===== src/rtl/bbc_pkg.sv =====
// ----------------------------------------------------------------------------
// bbc_pkg
// Types and constants shared by the run header parser modules.
// ----------------------------------------------------------------------------
package bbc_pkg;

    localparam int QUEUE_DEPTH = 4;

    localparam logic [7:0]  COUNT_MAX = 8'd255;
    localparam logic [15:0] FILL_MAX  = 16'hFFFF;

    // run types
    localparam logic [2:0] RT_NONE      = 3'd0;
    localparam logic [2:0] RT_FILL_TAIL = 3'd1;
    localparam logic [2:0] RT_FILL_ODD  = 3'd2;
    localparam logic [2:0] RT_CNT_TAIL  = 3'd3;
    localparam logic [2:0] RT_CNT_ODD   = 3'd4;

    typedef enum logic [1:0] {
        PH_HEADER  = 2'd0,
        PH_COUNTER = 2'd1,
        PH_TAIL    = 2'd2
    } phase_t;

    typedef enum logic [1:0] {
        KIND_RUN  = 2'd0,
        KIND_TAIL = 2'd1,
        KIND_ODD  = 2'd2,
        KIND_BAD  = 2'd3
    } kind_t;

    // one queue entry; pair marks a run record followed by its odd byte
    typedef struct packed {
        logic [1:0]  item_kind;
        logic [2:0]  run_kind;
        logic        fill_value;
        logic [15:0] fill_count;
        logic [3:0]  tail_count;
        logic [7:0]  counter_count;
        logic [2:0]  odd_position;
        logic [7:0]  data_byte;
        logic        run_end;
        logic        pair;
    } entry_t;

endpackage


===== src/rtl/bbc_run_header_parser.sv =====
// ----------------------------------------------------------------------------
// bbc_run_header_parser
// Byte-aligned bitmap code run decoder: headers in, run records and bytes out.
// ----------------------------------------------------------------------------
// Takes one compressed byte per cycle on the slave side whenever the result
// queue has room, so a steady stream runs at one byte per cycle. The parser
// queues at most one entry per byte; an odd-byte run (types 2 and 4) yields
// two output words from one entry, so the master side gives one word per
// cycle while the receiver takes them; bytes back up while pairs drain or
// the receiver stalls. Results pass through the queue, then the output
// register. A header with its top four bits zero gives one bad-header word.
module bbc_run_header_parser
    import bbc_pkg::*;
#(
    parameter int DEPTH = QUEUE_DEPTH
)
(
    input  logic        clk,
    input  logic        rst_n,
    input  logic        s_axis_tvalid,
    output logic        s_axis_tready,
    input  logic [7:0]  s_axis_tdata,   // [7:0] in_byte
    output logic        m_axis_tvalid,
    input  logic        m_axis_tready,
    // [2:0] run_kind, [3] fill_value, [19:4] fill_count, [23:20] tail_count,
    // [31:24] counter_count, [34:32] odd_position, [42:35] data_byte, rest 0
    output logic [47:0] m_axis_tdata,
    output logic [1:0]  m_axis_tuser,   // [1:0] item_kind
    output logic        m_axis_tlast    // run_end
);

    logic   in_fire;
    logic   push;
    entry_t push_entry;
    logic   pop;
    entry_t head;
    logic   not_empty;
    logic   full;

    assign s_axis_tready = !full;
    assign in_fire       = s_axis_tvalid && !full;

    bbc_front u_front
    (
        .clk        (clk),
        .rst_n      (rst_n),
        .in_fire    (in_fire),
        .in_byte    (s_axis_tdata),
        .push       (push),
        .push_entry (push_entry)
    );

    bbc_queue #(.DEPTH(DEPTH)) u_queue
    (
        .clk        (clk),
        .rst_n      (rst_n),
        .push       (push),
        .push_entry (push_entry),
        .pop        (pop),
        .head       (head),
        .not_empty  (not_empty),
        .full       (full)
    );

    bbc_back u_back
    (
        .clk           (clk),
        .rst_n         (rst_n),
        .head          (head),
        .head_valid    (not_empty),
        .pop           (pop),
        .m_axis_tvalid (m_axis_tvalid),
        .m_axis_tready (m_axis_tready),
        .m_axis_tdata  (m_axis_tdata),
        .m_axis_tuser  (m_axis_tuser),
        .m_axis_tlast  (m_axis_tlast)
    );

endmodule


===== src/rtl/bbc_front.sv =====
// ----------------------------------------------------------------------------
// bbc_front
// Header, counter and tail parser: classifies each byte and queues results.
// ----------------------------------------------------------------------------
module bbc_front
    import bbc_pkg::*;
(
    input  logic       clk,
    input  logic       rst_n,
    input  logic       in_fire,
    input  logic [7:0] in_byte,
    output logic       push,
    output entry_t     push_entry
);

    phase_t      phase_reg, phase_next;
    logic [2:0]  type_reg, type_next;
    logic        fill_reg, fill_next;
    logic [2:0]  odd_reg, odd_next;
    logic [3:0]  tlen_reg, tlen_next;
    logic [3:0]  tleft_reg, tleft_next;
    logic [15:0] sum_reg, sum_next;
    logic [7:0]  cnt_reg, cnt_next;

    logic        finish;
    logic        to_tail;
    logic        is_odd_type;
    logic [16:0] sum_wide;
    logic [1:0]  e_kind;
    logic [7:0]  e_data;
    logic        e_end;
    logic        e_pair;

    always_ff @(posedge clk or negedge rst_n)
    begin
        if (!rst_n)
        begin
            phase_reg <= PH_HEADER;
            type_reg  <= RT_NONE;
            fill_reg  <= 1'b0;
            odd_reg   <= 3'd0;
            tlen_reg  <= 4'd0;
            tleft_reg <= 4'd0;
            sum_reg   <= 16'd0;
            cnt_reg   <= 8'd0;
        end
        else
        begin
            phase_reg <= phase_next;
            type_reg  <= type_next;
            fill_reg  <= fill_next;
            odd_reg   <= odd_next;
            tlen_reg  <= tlen_next;
            tleft_reg <= tleft_next;
            sum_reg   <= sum_next;
            cnt_reg   <= cnt_next;
        end
    end

    assign sum_wide    = {1'b0, sum_reg} + {10'd0, in_byte[6:0]};
    assign is_odd_type = (type_next == RT_FILL_ODD) || (type_next == RT_CNT_ODD);
    assign to_tail     = !is_odd_type && (tlen_next != 4'd0);

    // held fields and result
    always_comb
    begin
        type_next  = type_reg;
        fill_next  = fill_reg;
        odd_next   = odd_reg;
        tlen_next  = tlen_reg;
        tleft_next = tleft_reg;
        sum_next   = sum_reg;
        cnt_next   = cnt_reg;
        finish     = 1'b0;
        push       = 1'b0;
        e_kind     = KIND_RUN;
        e_data     = 8'd0;
        e_end      = 1'b0;
        e_pair     = 1'b0;
        if (in_fire)
        begin
            case (phase_reg)
                PH_COUNTER:
                begin
                    sum_next = sum_wide[16] ? FILL_MAX : sum_wide[15:0];
                    cnt_next = (cnt_reg == COUNT_MAX) ? cnt_reg : cnt_reg + 8'd1;
                    finish   = !in_byte[7];
                end
                PH_TAIL:
                begin
                    tleft_next = tleft_reg - 4'd1;
                    push       = 1'b1;
                    e_kind     = KIND_TAIL;
                    e_data     = in_byte;
                    e_end      = (tleft_next == 4'd0);
                end
                default:
                begin
                    type_next  = RT_NONE;
                    fill_next  = 1'b0;
                    odd_next   = 3'd0;
                    tlen_next  = 4'd0;
                    tleft_next = 4'd0;
                    sum_next   = 16'd0;
                    cnt_next   = 8'd0;
                    if (in_byte[7])
                    begin
                        type_next = RT_FILL_TAIL;
                        fill_next = in_byte[6];
                        sum_next  = {14'd0, in_byte[5:4]};
                        tlen_next = in_byte[3:0];
                        finish    = 1'b1;
                    end
                    else if (in_byte[6])
                    begin
                        type_next = RT_FILL_ODD;
                        fill_next = in_byte[5];
                        sum_next  = {14'd0, in_byte[4:3]};
                        odd_next  = in_byte[2:0];
                        tlen_next = 4'd1;
                        finish    = 1'b1;
                    end
                    else if (in_byte[5])
                    begin
                        type_next = RT_CNT_TAIL;
                        fill_next = in_byte[4];
                        tlen_next = in_byte[3:0];
                    end
                    else if (in_byte[4])
                    begin
                        type_next = RT_CNT_ODD;
                        fill_next = in_byte[3];
                        odd_next  = in_byte[2:0];
                        tlen_next = 4'd1;
                    end
                    else
                    begin
                        push   = 1'b1;
                        e_kind = KIND_BAD;
                        e_end  = 1'b1;
                    end
                end
            endcase
            if (finish)
            begin
                push = 1'b1;
                if ((type_next == RT_FILL_ODD) || (type_next == RT_CNT_ODD))
                begin
                    e_pair = 1'b1;
                    e_data = fill_next ? ~(8'd1 << odd_next) : (8'd1 << odd_next);
                end
                else if (tlen_next == 4'd0)
                begin
                    e_end = 1'b1;
                end
                else
                begin
                    tleft_next = tlen_next;
                end
            end
        end
    end

    // next phase
    always_comb
    begin
        phase_next = phase_reg;
        if (in_fire)
        begin
            case (phase_reg)
                PH_COUNTER:
                begin
                    if (!in_byte[7])
                        phase_next = to_tail ? PH_TAIL : PH_HEADER;
                end
                PH_TAIL:
                begin
                    if (tleft_reg == 4'd1)
                        phase_next = PH_HEADER;
                end
                default:
                begin
                    if (in_byte[7] || in_byte[6])
                        phase_next = to_tail ? PH_TAIL : PH_HEADER;
                    else if (in_byte[5] || in_byte[4])
                        phase_next = PH_COUNTER;
                    else
                        phase_next = PH_HEADER;
                end
            endcase
        end
    end

    always_comb
    begin
        push_entry.item_kind     = e_kind;
        push_entry.run_kind      = type_next;
        push_entry.fill_value    = fill_next;
        push_entry.fill_count    = sum_next;
        push_entry.tail_count    = tlen_next;
        push_entry.counter_count = cnt_next;
        push_entry.odd_position  = odd_next;
        push_entry.data_byte     = e_data;
        push_entry.run_end       = e_end;
        push_entry.pair          = e_pair;
    end

endmodule


===== src/rtl/bbc_queue.sv =====
// ----------------------------------------------------------------------------
// bbc_queue
// Small first-in first-out queue of result entries between parser and output.
// ----------------------------------------------------------------------------
module bbc_queue
    import bbc_pkg::*;
#(
    parameter int DEPTH = QUEUE_DEPTH
)
(
    input  logic   clk,
    input  logic   rst_n,
    input  logic   push,
    input  entry_t push_entry,
    input  logic   pop,
    output entry_t head,
    output logic   not_empty,
    output logic   full
);

    localparam int AW = (DEPTH > 1) ? $clog2(DEPTH) : 1;
    localparam int CW = $clog2(DEPTH + 1);
    localparam logic [AW-1:0] LAST_IDX = AW'(DEPTH - 1);
    localparam logic [CW-1:0] FULL_CNT = CW'(DEPTH);
    localparam logic [AW-1:0] PTR_ONE  = AW'(1);
    localparam logic [CW-1:0] CNT_ONE  = CW'(1);

    entry_t        mem [DEPTH];
    logic [AW-1:0] wr_ptr_reg, wr_ptr_next;
    logic [AW-1:0] rd_ptr_reg, rd_ptr_next;
    logic [CW-1:0] count_reg, count_next;
    logic          do_push;
    logic          do_pop;

    assign full      = (count_reg == FULL_CNT);
    assign not_empty = (count_reg != '0);
    assign do_push   = push && !full;
    assign do_pop    = pop && not_empty;
    assign head      = mem[rd_ptr_reg];

    always_comb
    begin
        wr_ptr_next = wr_ptr_reg;
        rd_ptr_next = rd_ptr_reg;
        count_next  = count_reg;
        if (do_push)
            wr_ptr_next = (wr_ptr_reg == LAST_IDX) ? '0 : wr_ptr_reg + PTR_ONE;
        if (do_pop)
            rd_ptr_next = (rd_ptr_reg == LAST_IDX) ? '0 : rd_ptr_reg + PTR_ONE;
        if (do_push && !do_pop)
            count_next = count_reg + CNT_ONE;
        else if (do_pop && !do_push)
            count_next = count_reg - CNT_ONE;
    end

    always_ff @(posedge clk or negedge rst_n)
    begin
        if (!rst_n)
        begin
            wr_ptr_reg <= '0;
            rd_ptr_reg <= '0;
            count_reg  <= '0;
        end
        else
        begin
            wr_ptr_reg <= wr_ptr_next;
            rd_ptr_reg <= rd_ptr_next;
            count_reg  <= count_next;
        end
    end

    always_ff @(posedge clk)
    begin
        if (do_push)
            mem[wr_ptr_reg] <= push_entry;
    end

endmodule


===== src/rtl/bbc_back.sv =====
// ----------------------------------------------------------------------------
// bbc_back
// Output stage: turns queue entries into result words, splitting pairs.
// ----------------------------------------------------------------------------
module bbc_back
    import bbc_pkg::*;
(
    input  logic        clk,
    input  logic        rst_n,
    input  entry_t      head,
    input  logic        head_valid,
    output logic        pop,
    output logic        m_axis_tvalid,
    input  logic        m_axis_tready,
    output logic [47:0] m_axis_tdata,
    output logic [1:0]  m_axis_tuser,
    output logic        m_axis_tlast
);

    logic        out_valid_reg, out_valid_next;
    logic        second_reg, second_next;
    logic [47:0] tdata_reg;
    logic [1:0]  tuser_reg;
    logic        tlast_reg;
    logic        load;
    logic [1:0]  sel_kind;
    logic [7:0]  sel_data;
    logic        sel_end;

    assign load = head_valid && (!out_valid_reg || m_axis_tready);
    assign pop  = load && (!head.pair || second_reg);

    always_comb
    begin
        sel_kind = head.item_kind;
        sel_data = head.data_byte;
        sel_end  = head.run_end;
        if (head.pair)
        begin
            if (second_reg)
            begin
                sel_kind = KIND_ODD;
                sel_end  = 1'b1;
            end
            else
            begin
                sel_kind = KIND_RUN;
                sel_data = 8'd0;
                sel_end  = 1'b0;
            end
        end
    end

    always_comb
    begin
        out_valid_next = out_valid_reg;
        second_next    = second_reg;
        if (load)
        begin
            out_valid_next = 1'b1;
            second_next    = head.pair && !second_reg;
        end
        else if (m_axis_tready)
        begin
            out_valid_next = 1'b0;
        end
    end

    always_ff @(posedge clk or negedge rst_n)
    begin
        if (!rst_n)
        begin
            out_valid_reg <= 1'b0;
            second_reg    <= 1'b0;
        end
        else
        begin
            out_valid_reg <= out_valid_next;
            second_reg    <= second_next;
        end
    end

    always_ff @(posedge clk)
    begin
        if (load)
        begin
            tdata_reg <= {5'd0, sel_data, head.odd_position, head.counter_count,
                          head.tail_count, head.fill_count, head.fill_value,
                          head.run_kind};
            tuser_reg <= sel_kind;
            tlast_reg <= sel_end;
        end
    end

    assign m_axis_tvalid = out_valid_reg;
    assign m_axis_tdata  = tdata_reg;
    assign m_axis_tuser  = tuser_reg;
    assign m_axis_tlast  = tlast_reg;

endmodule


===== config.mk =====
export PLATFORM = sky130hd
export DESIGN_NAME = bbc_run_header_parser
export DESIGN_NICKNAME = d
export VERILOG_FILES = /design/src/rtl/bbc_pkg.sv /design/src/rtl/bbc_run_header_parser.sv /design/src/rtl/bbc_front.sv /design/src/rtl/bbc_queue.sv /design/src/rtl/bbc_back.sv
export SDC_FILE = /design/constraint.sdc
export NUM_CORES = 1
export LEC_CHECK = 0
export BUFFER_PORTS_ARGS = -buffer_cell sky130_fd_sc_hd__buf_2
export CAP_MARGIN = 20
export CORE_MARGIN = 1.5
export CORE_UTILIZATION = 50
export DETAILED_ROUTE_END_ITERATION = 8
export GPL_ROUTABILITY_DRIVEN = 0
export MAX_ROUTING_LAYER = met4
export PLACE_DENSITY = 0.76
export SETUP_SLACK_MARGIN = 0.1
export SYNTH_ARGS = -nofsm -noshare
export SYNTH_HDL_FRONTEND = slang
export SYNTH_SLANG_ARGS = --single-unit

===== constraint.sdc =====
create_clock -name clk -period 6.2 [get_ports clk]
set_input_delay 0.93 -clock clk [delete_from_list [all_inputs] [get_ports clk]]
set_output_delay 0.93 -clock clk [all_outputs]
set_load 0.005 [all_outputs]

# ---- Yosys cells after proc, flatten, opt, wreduce, memory -nomap -nowiden
# Memories as Yosys holds them, arrays and structs flattened.
# Index checks and enable logic that the tools add are counted.
dict set report classes {
  n_eq_ne 13
  n_shift 1
  add_sub_neg 7
  n_mux 90
  n_reduce_logical 31
  bitwise_logic 1
}
# operator n
set op_table {}
lappend op_table {{$mux W8} 9}
lappend op_table {{$mux W16} 3}
lappend op_table {{$mux W3} 16}
lappend op_table {{$mux W4} 9}
lappend op_table {{$pmux W16 S2} 1}
lappend op_table {{$mux W1} 31}
lappend op_table {{$mux W2} 14}
lappend op_table {{$add A16 B7 Y17} 1}
lappend op_table {{$pmux W8 S2} 1}
lappend op_table {{$eq A3 B3 Y1 const B} 3}
lappend op_table {{$logic_and A1 B1 Y1} 9}
lappend op_table {{$add A8 B1 Y8 const B} 1}
lappend op_table {{$eq A8 B8 Y1 const B} 1}
lappend op_table {{$logic_not A1 Y1} 8}
lappend op_table {{$logic_not A4 Y1} 2}
lappend op_table {{$not A8 Y8} 1}
lappend op_table {{$pmux W2 S2} 2}
lappend op_table {{$pmux W4 S2} 1}
lappend op_table {{$shl A1 B3 Y8 const A} 1}
lappend op_table {{$eq A2 B2 Y1 const B} 3}
lappend op_table {{$eq A3 B2 Y1 const B} 2}
lappend op_table {{$logic_or A1 B1 Y1} 6}
lappend op_table {{$pmux W1 S2} 3}
lappend op_table {{$add A2 B1 Y2 const B} 2}
lappend op_table {{12 further kinds} 13}
dict set report totals {
  memories 1
  regBits 96
  in_bits 12
  ramBits 188
}
# memory depth word_bits read_ports rd_ports_with_merged_regs write_ports line_no
set mem_list {}
lappend mem_list {u_queue.mem 4 47 1 0 1 bbc_queue.sv:28} ;# entry_t mem [DEPTH];

# ---- Longest topological paths before layout
# Gate-level depths: netlist of the first run.
dict set report logic_depth {
  depth_word 14
  mapped_depth 12
  depth_no_buf 11
}

# ---- Hierarchy
# From an unflattened synthesis of the first run, not the netlist that was laid out.
dict set report unflattened {
  cells_unflattened 736
  area_unflattened_um2 12096.6
}
# module n_inst cells_each area_each_um2
set modules_own_cells {}
lappend modules_own_cells {bbc_queue 1 283 7241.9}
lappend modules_own_cells {bbc_front 1 375 3218.1}
lappend modules_own_cells {bbc_back 1 76 1626.6}
lappend modules_own_cells {bbc_run_header_parser 1 2 10.0}

# ---- Worst setup path before layout of the first run
# OpenSTA, ideal clock, no wires.
dict set report synth_path {
  path_kind {input to register}
  from {in m_axis_tready}
  to {reg u_queue.count_reg[1]}
  t_required_ns 6.075
  arrival_time_ns 4.677
  setup_slack_ns 1.398
  stages 8
  path_cell_list {inv_1 -> a21oi_1 -> nor2b_1 -> inv_1 -> ha_1 -> inv_1 -> fa_1 -> mux2_2}
}
dict set report synth_via {
  elab_chain_cells 7
  elab_cells_between_ends 9
  cone_classes {mux (1); reduce/logical (8)}
}
# item line_no
set synth_lines {}
lappend synth_lines {{start, declared} bbc_run_header_parser.sv:24} ;# input logic m_axis_tready,
lappend synth_lines {{$logic_or A1 B1 Y1} bbc_back.sv:30} ;# assign load = head_valid && (!out_valid_reg || m_axis_tready);
lappend synth_lines {{$logic_and A1 B1 Y1} bbc_back.sv:30}
lappend synth_lines {{named net u_back.load} bbc_back.sv:25} ;# logic load;
lappend synth_lines {{$logic_and A1 B1 Y1} bbc_back.sv:31} ;# assign pop = load && (!head.pair || second_reg);
lappend synth_lines {{$logic_and A1 B1 Y1} bbc_queue.sv:38} ;# assign do_pop = pop && not_empty;
lappend synth_lines {{$logic_not A1 Y1} bbc_queue.sv:50} ;# if (do_push && !do_pop)
lappend synth_lines {{$logic_and A1 B1 Y1} bbc_queue.sv:50}
lappend synth_lines {{$mux W3} bbc_queue.sv:50}
lappend synth_lines {{named net u_queue.count_next[1]} bbc_queue.sv:31} ;# logic [CW-1:0] count_reg, count_next;
lappend synth_lines {{end signal, assigned} bbc_queue.sv:68} ;# count_reg <= count_next;
lappend synth_lines {{end, declared} bbc_queue.sv:31}
# The timed path passes the listed nets, and every way through them passes these cells.
# A chain may end at the register's enable or synchronous reset.

==> results of run 1 <==
==> final timing paths <==
path                                      startpoint                    end  cells after the start
min in group asynchronous                      rst_n    u_front.sum_reg[10]                      2
worst min-delay path            u_queue.count_reg[2]   u_queue.count_reg[2]                      1
worst max register to register  u_front.phase_reg[0]      u_queue.mem[1][7]                      8
max in group asynchronous                      rst_n  u_queue.rd_ptr_reg[0]                      2
worst max-delay path            u_front.phase_reg[0]      u_queue.mem[1][7]                      8
worst min register to register  u_queue.count_reg[2]   u_queue.count_reg[2]                      1
==> power groups by stage <==
stage	Combinational [mW]	Clock (mW)	Sequential (mW)
after global placement	1.82	0	3.02
after global routing	2.14	1.83	2.99
final	1.94	1.72	2.94
after detailed placement	1.85	0	3.04
after floorplan	1.38	0	2.94
after CTS	1.87	1.76	3.01
==> metal layers <==
metal  global-route usage  part of all wire
met2                0.302              0.47
met3               0.0282             0.055
met5                    -                 0
met1                0.272              0.45
met4               0.0535             0.021
==> worst max-delay path, cell delays in order, from the launching register on <==
cell	delay [ns]
dfrtp_1	0.37
inv_1	0.05
ha_1	0.75
inv_2	0.31
o41a_1	0.51
xor2_1	0.25
and2_1	0.28
nand3_1	0.35
o2bb2ai_1	0.49
==> cells in the mapped netlist (all sizes together) (2+ instances only) <==
cell	number
dfrtp	50
nor3	8
a22oi	5
a31oi	6
a221o	3
clkbuf	19
ha	19
and4	2
o22ai	3
and3	4
xor2	16
fa	2
nand2b	8
o21ai	29
inv	17
edfxtp	234
o221ai	4
a21oi	28
a221oi	2
a41oi	2
nand2	48
a211oi	5
nor2	32
a2bb2oi	4
mux4	47
o2bb2ai	8
buf	17
xnor2	5
nor2b	14
and2	11
o31ai	3
mux2	5
a22o	5
a21o	17
nand3	15
a32o	4
==> area by class of cell <==
type / instances / area (um^2) / area share
sequential: 284 / 8280 / 0.617
multi-input combinational: 389 / 3330 / 0.248
clock buffer: 38 / 800 / 0.0596
tap: 319 / 399 / 0.0297
timing repair buffer: 69 / 390 / 0.0291
clock inverter: 14 / 155 / 0.0116
inverter: 17 / 63.8 / 0.00476
==> logic make-up (layout without fill, tap and decap cells) <==
| logic type | count (synthesis) | in the layout | synth area share |
|---|---|---|---|
| xor gates and xnor gates | 21 | 21 | 0.0156 |
| DFF | 284 | 284 | 0.701 |
| other | 1 | 5 | 0.000318 |
| adders and majority gates | 21 | 21 | 0.0235 |
| and+or+nand+nor | 146 | 146 | 0.0593 |
| AOI/OAI and AO/OA | 143 | 143 | 0.0850 |
| buffers and inverters | 53 | 138 | 0.0199 |
| muxes | 53 | 53 | 0.0953 |
==> metrics by stage <==
step	util	instances	hold WS, ns
final	0.575	1130	0.489
after global routing	0.575	1130	0.508
after CTS	0.574	1129	0.493
after detailed placement	0.533	1077	0.483
after global placement	0.533	1077	0.475
after floorplan	-	726	0.455
==> summary.txt, run 1 <==
STA
  • Worst-margin pin slew: 0.858 ns
  • Unrepaired setup endpoints after global routing: no
  • Max_slew headroom: 0.423
  • Setup TNS: 0 ns
  • Setup Viol. Count Final: 0
  • Crit path time final: 3.61 ns
  • Highest clock rate: 277 MHz
  • PnR worst setup slack: 2.59 ns
  • Tcrit/Tclk final: 0.583
  • Final max-slew violation count: 0
  • Clock Skew: 0.0127 ns
  • Hold Vio Cnt, Final: 0

Clocking
  • CTS tree: built
  • PostCTS Resize Cnt: 0
  • Htree depth: 1
  • Total CTS buffers: 28
  • Clk slew on worst S/H paths: 0.06 ns
  • TritonCTS Sinks: 284
  • Maximum root-to-sink buffer count: 3
  • Postcts setup bufs: 0
  • CTS Hold Buffers Added: 0
  • Root Driver: clkbuf_16
  • Latest clock arrival within the worst-skew pair: 0.54 ns

Routing
  • Drt pass-1 iters: 5
  • Post-route ant nets: 0
  • Residual DRC: 0
  • Vias/cell: 5.77
  • Via total after detailed routing: 6519
  • Routed length per instance: 19.8 um
  • WL final: 22300 um
  • Initial DRC count: 611

Setup path
  • WS Path Type: flop to flop
  • CP Max Fanout: 23
  • Worst Path Required: 6.50 ns
  • CP startpoint kind: flop
  • Arrival time worst endpoint: 3.91 ns
  • R2R setup slack: 2.59 ns
  • Crit end category: flop

Power
  • Sequential share of power: 0.445
  • PD cells: 492 mW/mm^2
  • Sw Share: 0.303
  • Switching power total: 2.00 mW
  • Lkg Pwr: 4.93 nW
  • Combinational share of power: 0.294
  • Maximum vdd drop: 0.000236 V
  • Pint: 4.60 mW
  • Clk pwr share: 0.261
  • Final Power: 6.60 mW

Synth
  • Number of synthesized flops with an enable pin: 234
  • Top FF cell, synth: edfxtp_1
  • Post-synth cell types: 64
  • Share of the synthesized area in the top cell type: 0.595
  • Register area share after synthesis: 0.701
  • Cell taking the most area after synthesis: edfxtp_1
  • Ys Warns: 0
  • Post-Syn Area: 0.0118 mm^2
  • Synth Instances: 722
  • Avg Cell Area, Syn: 16.4 um^2
  • Synthesis-stage register bit count: 284
  • Post-synth ARST share: 0.176
  • Top post-synthesis cells by area: edfxtp_1 (60%), dfrtp_1 (11%), mux4_2 (9.0%)

Worst hold path
  • Class of the worst hold path: flop to flop

Placed design
  • Pre-CTS WS: 2.49 ns
  • Final HPWL DP: 13600 um
  • Port Buffer Count: 59
  • DP Area: 0.0124 mm^2

GRT
  • Total gr overflow: 0
  • Number of global-route vias before repair: 6425
  • Largest net degree at the start of global routing: 51
  • Total GRT Usage: 0.194
  • First-pass GRT wire length: 35600 um
  • Antenna violations before repair: 0

Cells and area
  • Max FFs per register: 188
  • Layout cells sized above 1: 0.219
  • Commonest non-fill, non-tap cell in the layout: edfxtp_1
  • Final nets: 822
  • Filler cells: 1771
  • Area grow syn2layout: 13.6%
  • # diodes: 0
  • Final instance area: 0.0134 mm^2
  • Most frequent cells in the layout: edfxtp_1 (234), buf_2 (59), nand2_1 (48), dfrtp_1 (48), mux4_2 (47)

Floorplanning
  • Die Span Y: 157 um
  • Die X: 157 um
  • Core area: 0.0233 mm^2
  • Die ar.: 0.0245 mm^2
  • Initial Utilization: 0.506
  • IO Pins: 65
  • Row Count: 56

Job
  • Max-cap violations: 0

Run status
  • Outcome: finished clean
Power figures use the tool's default switching activity.
==> run 2: changes to the inputs <==
Clock period 6.2 ns to 3.7 ns, I/O delays scaled along.
==> run 2 against run 1 <==
  * Sequential cell count unchanged
  * First-iteration DRC count decreased by 27%
  * Worst hold slack got worse by 0.30 ns
  * Global-route usage increased by 0.41 points
  * Sequential power increased by 66%
  * Critical path type unchanged
  * Critical endpoint is now u_queue.mem[1][6]
  * Sequential share of layout area decreased by 0.092 points
==> summary.txt, run 2 (synthesized netlist as in run 1, its figures left out) <==
Run status
  • Outcome: finished clean

Cells and area
  • Filler cells: 1782 (+0.62%)
  • Area grow syn2layout: 13.8%
  • Final nets: 832 (+1.2%)
  • # diodes: 0 (unchanged)
  • Max FFs per register: 188 (unchanged)
  • Multi-input gate area: 0.00333 mm^2 (unchanged)
  • Register area: 0.00828 mm^2 (unchanged)
  • Layout cells sized above 1: 0.224 (+0.00491)
  • Finished Core Util: 0.576 (+0.000858)
  • Commonest non-fill, non-tap cell in the layout: edfxtp_1
  • Non-Filler Instances: 1139 (+0.80%)
  • Most frequent cells in the layout: edfxtp_1 (234), buf_2 (59), nand2_1 (48), dfrtp_1 (48), mux4_2 (47)

Routing
  • Initial DRC count: 448 (-27%)
  • WL final: 22700 um (+1.8%)
  • Residual DRC: 0 (unchanged)
  • Drt pass-1 iters: 5 (unchanged)
  • Routed length per instance: 19.9 um (+0.97%)
  • Via total after detailed routing: 6509 (-0.15%)
  • Post-route ant nets: 0 (unchanged)
  • Vias/cell: 5.71 (-0.94%)

STA
  • Tcrit/Tclk final: 0.796 (+0.213)
  • Hold Vio Cnt, Final: 0 (unchanged)
  • Final Hold Slack: 0.185 ns (-0.304 ns)
  • Worst-margin pin slew: 0.994 ns (+0.135 ns)
  • PnR worst setup slack: 0.755 ns (-1.83 ns)
  • Setup TNS: 0 ns (unchanged)
  • Crit path time final: 2.95 ns (-0.669 ns)
  • Final max-slew violation count: 0 (unchanged)
  • Unrepaired setup endpoints after global routing: no
  • Max_slew headroom: 0.338 (-0.0853)
  • Clock Skew: 0.00995 ns (-0.00273 ns)
  • Highest clock rate: 340 MHz (+23%)
  • Setup Viol. Count Final: 0 (unchanged)

Floorplanning
  • Die ar.: 0.0245 mm^2 (unchanged)
  • Die X: 157 um (unchanged)
  • Initial Utilization: 0.506 (unchanged)
  • Die Span Y: 157 um (unchanged)
  • Row Count: 56 (unchanged)
  • IO Pins: 65 (unchanged)
  • Core area: 0.0233 mm^2 (unchanged)

GRT
  • M3 GR Usage: 0.0291 (+0.000831)
  • Met2 Use GR: 0.308 (+0.00550)
  • GRT busiest layer: met2
  • Number of global-route vias before repair: 6564 (+2.2%)
  • Total GRT Usage: 0.199 (+0.00409)
  • Total gr overflow: 0 (unchanged)
  • Antenna violations before repair: 0 (unchanged)
  • Met1 usage: 0.280 (+0.00867)
  • First-pass GRT wire length: 36200 um (+1.5%)
  • Largest net degree at the start of global routing: 50 (-2.0%)

Setup path
  • Arrival time worst endpoint: 3.25 ns (-0.66 ns)
  • Crit-path cells: inv_1 > ha_1 > buf_4 > nand2b_1 > a2bb2oi_1 > xor2_1 > and2_1 > nand3_1 > o2bb2ai_1
  • Worst Path Required: 4.01 ns (-2.49 ns)
  • CP Max Fanout: 22 (-4.3%)
  • Max stage delay cell, worst path: o2bb2ai_1
  • WS Path Type: flop to flop
  • Crit end category: flop
  • CP max stage delay: 0.43 ns (-0.32 ns)
  • CP startpoint kind: flop

Clocking
  • TritonCTS Sinks: 284 (unchanged)
  • Postcts setup bufs: 0 (unchanged)
  • CTS Hold Buffers Added: 0 (unchanged)
  • Total CTS buffers: 27 (-3.6%)
  • Clk slew on worst S/H paths: 0.06 ns (about the same)
  • Htree depth: 1 (unchanged)
  • Root Driver: clkbuf_16
  • Maximum root-to-sink buffer count: 3 (unchanged)
  • Latest clock arrival within the worst-skew pair: 0.53 ns (about the same)
  • PostCTS Resize Cnt: 0 (unchanged)
  • CTS tree: built

Worst hold path
  • Class of the worst hold path: input pin to asynchronous set/reset pin

Power
  • Clk pwr share: 0.252 (-0.009)
  • PD cells: 819 mW/mm^2 (+66%)
  • Maximum vdd drop: 0.000578 V (+140%)
  • Switching power total: 3.35 mW (+67%)
  • Pint: 7.66 mW (+66%)
  • Sequential share of power: 0.443 (-0.002)
  • Lkg Pwr: 4.95 nW (+0.55%)
  • Sw Share: 0.304 (+0.000948)
  • Combinational share of power: 0.305 (+0.011)

Placed design
  • Pre-CTS WS: 0.457 ns (-2.04 ns)
  • Placed Cells incl. Taps: 1089 (+1.1%)
  • Final HPWL DP: 14000 um (+2.7%)
  • Port Buffer Count: 59 (unchanged)

Job
  • Max-cap violations: 0 (unchanged)
[run 2: changes by cell type in the layout (fill, tap and decap cells not counted), moves of 2 or more]
cell	delta
clkinv_2	-2
clkbuf_16	-2
buf_4	+11
clkbuf_1	+2
clkinvlp_4	-2
[run 2: through the flow]
step | instance area, um^2 | power (mW)
2_1_floorplan | 11800 | 7.24
3_3_place_gp | 12500 | 8.23
3_5_place_dp | 12500 | 8.30
4_1_cts | 13400 | 11.1
5_1_grt | 13400 | 11.6
6_report | 13400 | 11.0
[run 2: path summary, 6_finish.rpt]
kind                            slack, ns  cells after the start                   end            startpoint
max in group asynchronous            2.72                      2   u_front.tlen_reg[1]                 rst_n
worst min register to register       0.49                      1  u_queue.count_reg[2]  u_queue.count_reg[2]
worst max register to register       0.75                      9     u_queue.mem[1][6]  u_front.phase_reg[0]
min in group clk                     0.22                      2  u_back.m_axis_tvalid         m_axis_tready
worst min-delay path                 0.18                      1    u_front.sum_reg[6]                 rst_n
worst max-delay path                 0.75                      9     u_queue.mem[1][6]  u_front.phase_reg[0]
[run 2: layout make-up]
type	instances	share of cell area
well taps	319	0.0297
inverters	17	0.00475
flip-flops and latches	284	0.616
clock buffers	38	0.0563
multi-input cells	389	0.248
repair buffers	80	0.0346
clock inverters	12	0.0106
[run 2: critical path: cells and delay by family (launching register included)]
| kind | cells | cell delay, ns |
|---|---|---|
| AND/OR/NAND/NOR | 3 | 0.80 |
| AO/OA/AOI/OAI | 2 | 0.70 |
| flip-flops | 1 | 0.37 |
| adder cells (fa/ha/maj) | 1 | 0.31 |
| XOR/XNOR | 1 | 0.25 |
| buffers and inverters | 2 | 0.28 |
[run 2: power by group through the flow]
stage | Combinational (mW) | Sequential [mW] | Clock, mW
after floorplan | 2.32 | 4.92 | 0
after global placement | 3.32 | 4.90 | 0
after detailed placement | 3.37 | 4.93 | 0
after CTS | 3.39 | 4.88 | 2.83
after global routing | 3.70 | 4.95 | 2.95
final | 3.35 | 4.88 | 2.78
[run 2: layer usage]
layer	part of all wire	wire length, um
met3	0.056	1270
met2	0.47	10700
met1	0.46	10300
met4	0.018	399
met5	0	0
